### src/sv/bmp_pkg.sv
// shared types and constants for the bmp stream decoder
// no dependencies
package bmp_pkg;

  localparam int unsigned SIDE_W      = 13;
  localparam int unsigned COORD_W     = 12;
  localparam int unsigned LIMIT_W     = 26;
  localparam int unsigned MAX_SIDE_DEF = 4096;
  localparam int unsigned IN_TDATA_W  = 8;
  localparam int unsigned OUT_TDATA_W = 88;

  localparam logic [15:0] BMP_SIGNATURE = 16'h4D42;
  localparam logic [31:0] HDR_END       = 32'd54;
  localparam logic [31:0] PAL_END       = 32'd1078;
  localparam logic [31:0] INFO_MIN      = 32'd40;
  localparam logic [LIMIT_W-1:0] LIMIT_RESET = 26'd33554432 - 26'd1 + 26'd1;

  typedef enum logic [2:0] {
    KIND_HEADER  = 3'd0,
    KIND_PALETTE = 3'd1,
    KIND_PIXEL   = 3'd2,
    KIND_DONE    = 3'd3,
    KIND_ERROR   = 3'd4
  } kind_e;

  typedef enum logic [2:0] {
    ST_OK         = 3'd0,
    ST_TRUNCATED  = 3'd1,
    ST_BAD_SIG    = 3'd2,
    ST_UNSUPPORT  = 3'd3,
    ST_BAD_SIZE   = 3'd4,
    ST_BAD_OFFSET = 3'd5
  } status_e;

  typedef struct packed {
    kind_e              kind;
    status_e            status;
    logic [COORD_W-1:0] row;
    logic [COORD_W-1:0] column;
    logic [7:0]         pal_index;
    logic [7:0]         red;
    logic [7:0]         green;
    logic [7:0]         blue;
    logic [SIDE_W-1:0]  image_width;
    logic [SIDE_W-1:0]  image_height;
    logic               deep_color;
    logic               last_of_file;
  } result_t;

endpackage

### src/sv/bmp_stream_decoder_unit.sv
// bmp stream decoder top level: header parse, palette and pixel emission
// plus a four-entry result queue; depends on bmp_pkg
//
// channel   | dir | tdata                        | tuser | tlast
// s_axis    | in  | data_byte                    | -     | last_byte
// m_axis    | out | status..deep_color (see port) | kind  | last_of_file
// cfg       | in  | max_output_bytes, no handshake beyond cfg_we_i
//
// one byte is taken per cycle while s_axis_tready_o is high; every request is
// parsed in the cycle it is accepted and its results (at most two, two only
// on the last byte) land in the result queue at the next edge. the queue
// holds four entries and s_axis_tready_o is high while at least two are
// free, so a stalled sink backs up into the input once three results are
// queued. reset clears all parse state and sets the size limit to 33554432;
// no clearing pass is needed.
module bmp_stream_decoder_unit
  import bmp_pkg::*;
#(
  parameter int unsigned MAX_SIDE = MAX_SIDE_DEF
) (
  input  logic                   clk_i,
  input  logic                   rst_ni,
  input  logic                   s_axis_tvalid_i,
  output logic                   s_axis_tready_o,
  input  logic [IN_TDATA_W-1:0]  s_axis_tdata_i,   // [7:0] data_byte
  input  logic                   s_axis_tlast_i,   // last_byte
  output logic                   m_axis_tvalid_o,
  input  logic                   m_axis_tready_i,
  // [2:0] status, [14:3] row, [26:15] column, [34:27] pal_index,
  // [42:35] red, [50:43] green, [58:51] blue, [71:59] image_width,
  // [84:72] image_height, [85] deep_color, [87:86] zero
  output logic [OUT_TDATA_W-1:0] m_axis_tdata_o,
  output logic [2:0]             m_axis_tuser_o,   // kind
  output logic                   m_axis_tlast_o,   // last_of_file
  input  logic                   cfg_we_i,
  input  logic [LIMIT_W-1:0]     cfg_wdata_i       // max_output_bytes
);

  // parse state
  logic [31:0]        pos_q, pos_d;
  logic [31:0]        pix_off_q, pix_off_d;
  logic [31:0]        info_size_q, info_size_d;
  logic [31:0]        raw_w_q, raw_w_d;
  logic [31:0]        raw_h_q, raw_h_d;
  logic [15:0]        planes_q, planes_d;
  logic [15:0]        depth_q, depth_d;
  logic [31:0]        comp_q, comp_d;
  logic [15:0]        sig_q, sig_d;
  logic [2:0]         err_q, err_d;
  logic               done_q, done_d;
  logic [COORD_W-1:0] row_q, row_d;
  logic [COORD_W-1:0] col_q, col_d;
  logic [1:0]         bip_q, bip_d;
  logic [1:0]         pad_q, pad_d;
  logic [15:0]        held_q, held_d;
  logic [LIMIT_W-1:0] limit_q;

  // result queue
  result_t    fifo_q [4];
  logic [1:0] wr_ptr_q, rd_ptr_q;
  logic [2:0] count_q;

  logic       in_fire, out_fire;
  logic [7:0] b;
  logic       deep;
  logic [31:0] abs_h;
  logic [SIDE_W-1:0] w13, h13;
  logic [2*SIDE_W:0] area2;
  logic [2:0]  chk;
  logic [9:0]  rel;
  logic [COORD_W-1:0] dest;
  logic [1:0]  wmod, pad_new;
  logic        a_vld;
  result_t     res_a, res_b, slot0, slot1;
  logic [2:0]  err_fin;
  logic [1:0]  n_push;

  assign in_fire  = s_axis_tvalid_i && s_axis_tready_o;
  assign out_fire = m_axis_tvalid_o && m_axis_tready_i;
  assign b        = s_axis_tdata_i;
  assign deep     = (depth_q == 16'd24);
  assign abs_h    = raw_h_q[31] ? (~raw_h_q + 32'd1) : raw_h_q;
  assign w13      = raw_w_q[SIDE_W-1:0];
  assign h13      = abs_h[SIDE_W-1:0];
  // only meaningful once both sides passed the MAX_SIDE check
  assign area2    = {(2*SIDE_W)'(w13) * (2*SIDE_W)'(h13), 1'b0};
  assign rel      = 10'(pos_q[10:0] - 11'd54);
  assign dest     = raw_h_q[31] ? row_q : COORD_W'(h13 - 13'd1 - {1'b0, row_q});
  assign wmod     = deep ? 2'(w13[1:0] * 2'd3) : w13[1:0];
  assign pad_new  = 2'(2'd0 - wmod);

  // header check in priority order
  always_comb begin
    chk = ST_OK;
    if (sig_q != BMP_SIGNATURE) chk = ST_BAD_SIG;
    else if (info_size_q < INFO_MIN || planes_q != 16'd1 || comp_q != 32'd0) chk = ST_UNSUPPORT;
    else if (raw_w_q == 32'd0 || raw_w_q[31]) chk = ST_BAD_SIZE;
    else if (depth_q != 16'd8 && depth_q != 16'd24) chk = ST_UNSUPPORT;
    else if (abs_h == 32'd0 || raw_w_q > 32'(MAX_SIDE) || abs_h > 32'(MAX_SIDE))
      chk = ST_BAD_SIZE;
    else if (area2 > {1'b0, limit_q}) chk = ST_BAD_SIZE;
    else if (pix_off_q < HDR_END) chk = ST_BAD_OFFSET;
    else if (!deep && pix_off_q < PAL_END) chk = ST_BAD_OFFSET;
  end

  // next state and results for the byte at the input
  always_comb begin
    pos_d = pos_q; pix_off_d = pix_off_q; info_size_d = info_size_q;
    raw_w_d = raw_w_q; raw_h_d = raw_h_q; planes_d = planes_q;
    depth_d = depth_q; comp_d = comp_q; sig_d = sig_q; err_d = err_q;
    done_d = done_q; row_d = row_q; col_d = col_q; bip_d = bip_q;
    pad_d = pad_q; held_d = held_q;
    a_vld = 1'b0;
    res_a = '0;
    res_b = '0;
    err_fin = err_q;

    if (pos_q < HDR_END) begin
      // little-endian header fields, each byte lands once
      case (pos_q[5:0])
        6'd0:  sig_d[7:0]         = b;
        6'd1:  sig_d[15:8]        = b;
        6'd10: pix_off_d[7:0]     = b;
        6'd11: pix_off_d[15:8]    = b;
        6'd12: pix_off_d[23:16]   = b;
        6'd13: pix_off_d[31:24]   = b;
        6'd14: info_size_d[7:0]   = b;
        6'd15: info_size_d[15:8]  = b;
        6'd16: info_size_d[23:16] = b;
        6'd17: info_size_d[31:24] = b;
        6'd18: raw_w_d[7:0]       = b;
        6'd19: raw_w_d[15:8]      = b;
        6'd20: raw_w_d[23:16]     = b;
        6'd21: raw_w_d[31:24]     = b;
        6'd22: raw_h_d[7:0]       = b;
        6'd23: raw_h_d[15:8]      = b;
        6'd24: raw_h_d[23:16]     = b;
        6'd25: raw_h_d[31:24]     = b;
        6'd26: planes_d[7:0]      = b;
        6'd27: planes_d[15:8]     = b;
        6'd28: depth_d[7:0]       = b;
        6'd29: depth_d[15:8]      = b;
        6'd30: comp_d[7:0]        = b;
        6'd31: comp_d[15:8]       = b;
        6'd32: comp_d[23:16]      = b;
        6'd33: comp_d[31:24]      = b;
        default: ;
      endcase
      // byte 53 holds no field, so the check sees the full header
      if (pos_q[5:0] == 6'd53) begin
        err_d = chk;
        if (chk == ST_OK) begin
          a_vld = 1'b1;
          res_a.kind = KIND_HEADER;
          res_a.image_width = w13;
          res_a.image_height = h13;
          res_a.deep_color = deep;
        end
      end
    end else if (err_q == ST_OK && !done_q) begin
      if (pos_q < pix_off_q) begin
        if (!deep && pos_q < PAL_END) begin
          // palette entries are stored b, g, r, reserved
          case (rel[1:0])
            2'd0: held_d = {8'd0, b};
            2'd1: held_d = {b, held_q[7:0]};
            2'd2: begin
              a_vld = 1'b1;
              res_a.kind = KIND_PALETTE;
              res_a.pal_index = rel[9:2];
              res_a.red = b;
              res_a.green = held_q[15:8];
              res_a.blue = held_q[7:0];
            end
            default: ;
          endcase
        end
      end else if (pad_q != 2'd0) begin
        pad_d = pad_q - 2'd1;
        if (pad_q == 2'd1) begin
          if ({1'b0, row_q} + 13'd1 >= h13) done_d = 1'b1;
          else row_d = row_q + 1'b1;
        end
      end else begin
        logic pix_end;
        pix_end = 1'b0;
        if (!deep) begin
          a_vld = 1'b1;
          res_a.kind = KIND_PIXEL;
          res_a.row = dest;
          res_a.column = col_q;
          res_a.pal_index = b;
          pix_end = 1'b1;
        end else begin
          case (bip_q)
            2'd0: begin held_d = {8'd0, b}; bip_d = 2'd1; end
            2'd1: begin held_d = {b, held_q[7:0]}; bip_d = 2'd2; end
            default: begin
              a_vld = 1'b1;
              res_a.kind = KIND_PIXEL;
              res_a.row = dest;
              res_a.column = col_q;
              res_a.red = b;
              res_a.green = held_q[15:8];
              res_a.blue = held_q[7:0];
              bip_d = 2'd0;
              pix_end = 1'b1;
            end
          endcase
        end
        if (pix_end) begin
          if ({1'b0, col_q} + 13'd1 >= w13) begin
            col_d = '0;
            pad_d = pad_new;
            if (pad_new == 2'd0) begin
              if ({1'b0, row_q} + 13'd1 >= h13) done_d = 1'b1;
              else row_d = row_q + 1'b1;
            end
          end else begin
            col_d = col_q + 1'b1;
          end
        end
      end
    end

    if (pos_q != 32'hFFFF_FFFF) pos_d = pos_q + 32'd1;

    if (s_axis_tlast_i) begin
      err_fin = (err_d == ST_OK && !done_d) ? ST_TRUNCATED : err_d;
      res_b.last_of_file = 1'b1;
      if (err_fin != ST_OK) begin
        res_b.kind = KIND_ERROR;
        res_b.status = status_e'(err_fin);
      end else begin
        res_b.kind = KIND_DONE;
      end
      // next byte starts a fresh file
      pos_d = '0; pix_off_d = '0; info_size_d = '0; raw_w_d = '0; raw_h_d = '0;
      planes_d = '0; depth_d = '0; comp_d = '0; sig_d = '0; err_d = '0;
      done_d = 1'b0; row_d = '0; col_d = '0; bip_d = '0; pad_d = '0; held_d = '0;
    end
  end

  // compact the one or two results into queue slots
  always_comb begin
    slot0  = a_vld ? res_a : res_b;
    slot1  = res_b;
    n_push = 2'(a_vld) + 2'(s_axis_tlast_i);
  end

  always_ff @(posedge clk_i or negedge rst_ni) begin
    if (!rst_ni) begin
      pos_q <= '0; pix_off_q <= '0; info_size_q <= '0; raw_w_q <= '0;
      raw_h_q <= '0; planes_q <= '0; depth_q <= '0; comp_q <= '0;
      sig_q <= '0; err_q <= '0; done_q <= 1'b0; row_q <= '0; col_q <= '0;
      bip_q <= '0; pad_q <= '0; held_q <= '0;
      limit_q <= LIMIT_RESET;
    end else begin
      if (cfg_we_i) limit_q <= cfg_wdata_i;
      if (in_fire) begin
        pos_q <= pos_d; pix_off_q <= pix_off_d; info_size_q <= info_size_d;
        raw_w_q <= raw_w_d; raw_h_q <= raw_h_d; planes_q <= planes_d;
        depth_q <= depth_d; comp_q <= comp_d; sig_q <= sig_d; err_q <= err_d;
        done_q <= done_d; row_q <= row_d; col_q <= col_d; bip_q <= bip_d;
        pad_q <= pad_d; held_q <= held_d;
      end
    end
  end

  // queue pointers and fill level
  always_ff @(posedge clk_i or negedge rst_ni) begin
    if (!rst_ni) begin
      wr_ptr_q <= '0;
      rd_ptr_q <= '0;
      count_q  <= '0;
    end else begin
      if (in_fire) wr_ptr_q <= wr_ptr_q + n_push;
      if (out_fire) rd_ptr_q <= rd_ptr_q + 2'd1;
      count_q <= count_q + (in_fire ? 3'(n_push) : 3'd0) - 3'(out_fire);
    end
  end

  // queue payload, no reset
  always_ff @(posedge clk_i) begin
    if (in_fire && n_push != 2'd0) fifo_q[wr_ptr_q] <= slot0;
    if (in_fire && n_push == 2'd2) fifo_q[wr_ptr_q + 2'd1] <= slot1;
  end

  result_t head;
  assign head = fifo_q[rd_ptr_q];

  assign s_axis_tready_o = (count_q <= 3'd2);
  assign m_axis_tvalid_o = (count_q != 3'd0);
  assign m_axis_tuser_o  = head.kind;
  assign m_axis_tlast_o  = head.last_of_file;
  assign m_axis_tdata_o  = {2'b00, head.deep_color, head.image_height, head.image_width,
                            head.blue, head.green, head.red, head.pal_index,
                            head.column, head.row, head.status};

endmodule

### config.mk
export PLATFORM = sky130hd
export DESIGN_NAME = bmp_stream_decoder_unit
export DESIGN_NICKNAME = d
export VERILOG_FILES = /design/src/sv/bmp_pkg.sv /design/src/sv/bmp_stream_decoder_unit.sv
export SDC_FILE = /design/constraint.sdc
export NUM_CORES = 2
export LEC_CHECK = 0
export BUFFER_PORTS_ARGS = -buffer_cell sky130_fd_sc_hd__buf_2
export CAP_MARGIN = 10
export CORE_ASPECT_RATIO = 1.5
export CORE_MARGIN = 2
export CORE_UTILIZATION = 65
export DETAILED_ROUTE_END_ITERATION = 6
export PLACE_DENSITY = 0.83
export SYNTH_ARGS = -nofsm -noshare
export SYNTH_HDL_FRONTEND = slang
export SYNTH_SLANG_ARGS = --single-unit
### constraint.sdc
create_clock -name clk_i -period 19.5 [get_ports clk_i]
set_clock_uncertainty 0.15 [all_clocks]
set_input_delay 1.95 -clock clk_i [delete_from_list [all_inputs] [get_ports clk_i]]
set_output_delay 1.95 -clock clk_i [all_outputs]
set_load 0.02 [all_outputs]
# [Word-level counts from Yosys, hierarchy flattened]
# Memory sizes are Yosys's and may differ from the RTL's.
# Cells that the tools add are included.
[op_classes] add_sub_neg=17 n_mul=2 magnitude_cmp=12 eq_ne=47 muxes=156 n_bitwise=1 n_reduce_logical=102
[ops] operator="32-bit 2-to-1 mux" count=16
[ops] operator="12-bit 2-to-1 mux" count=18
[ops] operator="8-bit 2-to-1 mux" count=27
[ops] operator="16-bit 2-to-1 mux" count=13
[ops] operator="56-bit 2-to-1 mux" count=3
[ops] operator="24-bit 2-to-1 mux" count=5
[ops] operator="6-bit by 5-bit equality test with 1-bit output (second input constant)" count=16
[ops] operator="32-bit by 6-bit < comparator with 1-bit output (second input constant)" count=3
[ops] operator="90-bit 2-to-1 mux" count=1
[ops] operator="27-bit 2-to-1 mux" count=3
[ops] operator="3-bit AND reduction" count=26
[ops] operator="2-bit nonzero test" count=33
[ops] operator="32-bit by 1-bit adder with 32-bit output (second input constant)" count=2
[ops] operator="32-bit by 13-bit > comparator with 1-bit output (second input constant)" count=2
[ops] operator="32-bit logical NOT" count=2
[ops] operator="32-bit by 11-bit < comparator with 1-bit output (second input constant)" count=2
[ops] operator="16-bit case mux with 2 select lines" count=2
[ops] operator="3-bit 2-to-1 mux" count=17
[ops] operator="6-bit by 4-bit equality test with 1-bit output (second input constant)" count=6
[ops] operator="2-bit 2-to-1 mux" count=18
[ops] operator="32-bit < comparator" count=1
[ops] operator="32-bit inequality test (second input constant)" count=1
[ops] operator="32-bit inverter" count=1
[ops] operator="32-bit nonzero test" count=1
[ops] operator="46 further kinds" count=118
[word_totals] regBits=321 ramBits=360 input_bits=40 output_inout_bits=94 word_cells=377 mem_count=1
[mem_list] name="fifo_q" words=4 word_bits=90 rd=1 rd_clocked_by_memory_dff=0 wr=2 line="bmp_stream_decoder_unit.sv:59" rtl="result_t fifo_q [4];"

# [Depth between registers and ports, before layout]
[depth] word_depth=20 depth_mapped=49 depth_no_buf=46

# [Worst setup path after synthesis]
# Ideal clock, no wire load.
[synth_path] path_type="reg2reg" from="register raw_h_q[0]" to="memory fifo_q[0][0] (netlist name), enable pin" setup_ps=319 t_arrival_ps=10740 t_required_ps=19031 slack_ps=8291 stages_incl_launch_ff=45 n_path_buf=5 period_less_slack_ps=11209 cell_sequence="dfrtp_1 clkinv_1 buf_1 ha_1 or4b_1 clkbuf_1 nor3_1 nand2b_1 xnor2_1 inv_1 clkbuf_1 nor2_1 fa_1 inv_1 fa_1 inv_1 fa_1 fa_1 [9 not listed] a21oi_1 xnor2_1 ha_1 a21o_1 a21oi_1 o221ai_1 nor4b_1 o211ai_1 or4_4 nor4_2 and2_2 nor3_2 ha_1 nor4_1 nor2_1 clkbuf_1 clkbuf_1 inv_1"
[synth_rtl] element="start, declared" line="bmp_stream_decoder_unit.sv:44" rtl="logic [31:0] raw_h_q, raw_h_d;"
[synth_rtl] element="start signal, assigned" line="bmp_stream_decoder_unit.sv:262" rtl="raw_w_q <= raw_w_d; raw_h_q <= raw_h_d; planes_q <= planes_d;"
[synth_rtl] element="end, declared" line="bmp_stream_decoder_unit.sv:59"

==> impl_metrics.yaml <==
layout:
  syn2layout_area_growth_pct: 8.710
  drive_above_1_share_pct: 12.24
  nFillCells: 3963
  nets: 4106
  fin_area_um2: 39480
  antenna_cells: 0
routing:
  routedWlPerCell_um: 22.00
  first_iter_violations: 2604
  vias: 29140
  wl_mm: 99.34
  viasPerCell: 6.453
  drc_errors: 0
  drtPass1Iterations: 6
  drtAntennaViolNets: 0
power_and_ir_drop:
  vdd_drop_max_mv: 0.2450
  swShare_pct: 46.75
  seqPwrFrac_pct: 24.8
  pwr-share-comb_pct: 58.7
  power_density_nw_per_um2: 198.0
  p_int_mw: 4.162
  totalPowerFinal_mw: 7.816
  leakagePower_nw: 17.46
  p_clk_share_pct: 16.5
  p_sw_mw: 3.654
timing:
  finalCritPeriodShare_pct: 66.64
  tightest_slew_ns: 1.231
  relSlewSlack_pct: 17.77
  slew_violations: 0
  rsz0062_at_grt: "no"
  timing.hold.ws_ns: 0.2998
  max_freq_mhz: 76.95
  period_minus_slack_ns: 12.99
  setup_slack_ns: 6.505
  final-hold-violation-count: 0
  finalSetupTns_ns: 0
  setup_viol: 0
worst_setup_path:
  cp-start-kind: "register"
  crit_type: "reg -> reg"
  end_kind: "register"
  worstPathMaxFanout: 45
  critPathBufInv: 7
  cp_slowest_cell: "nor3_1"
  critPathTopFamily: "simple AND/OR/NAND/NOR gates"
  critical_path_arrival_ns: 13.39
  cp_slowest_stage_delay_ns: 0.87
  crit_required_ns: 19.89
yosys:
  yosysUniqueCellTypes: 89
  synth_area_per_cell_um2: 9.677
  syn_inst: 3753
  synth-warning-count: 0
  async_flop_share_pct: 46.90
  synth_area_leaders: "dfrtp_1 22%, dfxtp_1 18%, fa_1 6.8%"
  synthTopCellsByCount: "583 x nand2_1, 411 x o21ai_0, 332 x dfxtp_1, 317 x dfrtp_1, 279 x inv_1"
  ys_seq_area_share_pct: 42.53
  netlist.area_leader.share_pct: 21.84
  synth_most_common_cell: "nand2_1"
  synth_edf_count: 28
  ys.flop_type: "dfxtp_1"
  synthesis.area_um2: 36320
  yosysTopAreaCell: "dfrtp_1"
  synth_seq_cells: 678
placed_design:
  dpl_worst_slack_ns: 6.734
  hpwlAfterDp_mm: 67.67
  place.gp.congestion: 0.9549
  port_buffers: 131
  placed_area_um2: 37320
die:
  die_w_um: 197
  io_pins: 134
  initial_core_util_pct: 65.51
  die_area_um2: 57820
  row_count: 106
  die_h_um: 293.5
  core_area_um2: 55440
job:
  drv_cap: 0
grt:
  grt_start_max_net_pins: 108
  grt_remaining_overflow: 0
  grt_pass1_vias: 29170
  grt_antenna_before_repair: 1
  globalRoute.busiestLayer: "met2"
  met3_usage_pct: 5.062
  grt.met1_usage_pct: 41.48
  use_met2_pct: 58.53
  grt_pass1_wl_mm: 157.0
  grt_use_total_pct: 34.61
clock_tree:
  hold_buffers: 0
  cts_max_level: 2
  worst_skew_pair.late_latency_ns: 0.66
  clockBufferDepth: 3
  cts_resized: 0
  cts_tree: "built"
  cts.clk_slew.worst_paths_ns: 0.07
  cts_buffers: 60
  root_buffer: "clkbuf_16"
  cts.sinks: 678
  post_cts_buffers: 0
run_status:
  status: "finished clean"
worst_hold_path:
  hold_path.class: "reg -> reg"
==> metrics by stage <==
step	util, %	std cells
6_report	71.22	4516
2_1_floorplan	-	3754
3_5_place_dp	67.32	4402
4_1_cts	71.20	4515
3_3_place_gp	67.32	4402
5_1_grt	71.22	4516
==> flip-flops by register name, summed over array words and instances (netlist names), 26 cells and up <==
name,flops
pix_off_q,32
raw_w_q,32
info_size_q,29
pos_q,32
comp_q,32
raw_h_q,32
limit_q,26
fifo_q,360
==> path summary, 6_finish.rpt <==
kind,from,cells past startpoint,endpoint,slack (ns)
max,raw_h_q[0],42,fifo_q[3][47],6.51
min,fifo_q[1][81],2,fifo_q[1][81],0.30
max reg2reg,raw_h_q[0],42,fifo_q[3][47],6.51
min reg2reg,fifo_q[1][81],2,fifo_q[1][81],0.30
max in group asynchronous,rst_ni,3,row_q[3],15.56
min in group asynchronous,rst_ni,1,comp_q[30],1.23
==> cell type report <==
cell class                      count  area, um^2  area share [%]
Multi-Input combinational cell   2561       18930           47.96
Timing Repair Buffer              172       973.4           2.466
Sequential cell                   678       15450           39.14
Clock inverter                     29       387.9          0.9824
Clock buffer                       84        1765           4.472
Inverter                          290        1089           2.757
Tap cell                          702       878.3           2.225
==> placed cells by master, fill, tap and decap left out, types with 25 or more instances in the layout <==
cell type / instances
buf_4: 41
ha_1: 180
a31oi_1: 26
nor3_1: 41
xor2_1: 42
a22o_1: 161
a21oi_1: 81
xnor2_1: 60
dfrtp_1: 315
nor4_1: 54
nor2_1: 215
dfxtp_1: 332
fa_1: 123
clkbuf_16: 62
nand4_1: 37
mux4_2: 90
edfxtp_1: 28
o21ai_0: 411
mux2_2: 55
nand2_1: 583
buf_2: 130
inv_1: 279
nand3_1: 67
o21ai_1: 25
==> power by group through the flow <==
stage / Clock (mW) / Combinational (mW) / Sequential [mW]
after floorplan: 0 / 3.51 / 1.77
after global placement: 0 / 4.36 / 1.94
after detailed placement: 0 / 4.51 / 1.96
after CTS: 1.29 / 4.55 / 1.93
after global routing: 1.34 / 5.17 / 1.97
final: 1.29 / 4.59 / 1.94
==> worst register-to-register path, delay by kind of cell (launching register included) <==
kind,cells,cell delay (ns)
compound gates,9,2.08
xor+xnor,2,0.70
fa+ha+maj,9,3.74
buf+inv,7,1.68
flops,1,0.50
simple gates,15,4.04
==> metal layers <==
layer	share of wire, %	up-vias
met1	36	14280
met4	7.2	0
met5	0	-
met2	50	1404
li1	-	13040
met3	7.2	414
==> logic make-up (layout without fill, tap and decap cells) <==
logic type / after synthesis / in the layout / synth area share (%)
other: 1 / 2 / 0.01033
DFF: 678 / 678 / 42.53
adders and majority gates: 304 / 304 / 13.01
and+or+nand+nor: 1150 / 1150 / 14.30
AOI/OAI and AO/OA: 847 / 847 / 14.62
buffers and inverters: 515 / 575 / 5.443
xor gates and xnor gates: 103 / 103 / 2.522
muxes: 155 / 155 / 7.566
Note: power is estimated with default switching activity, not from simulation.
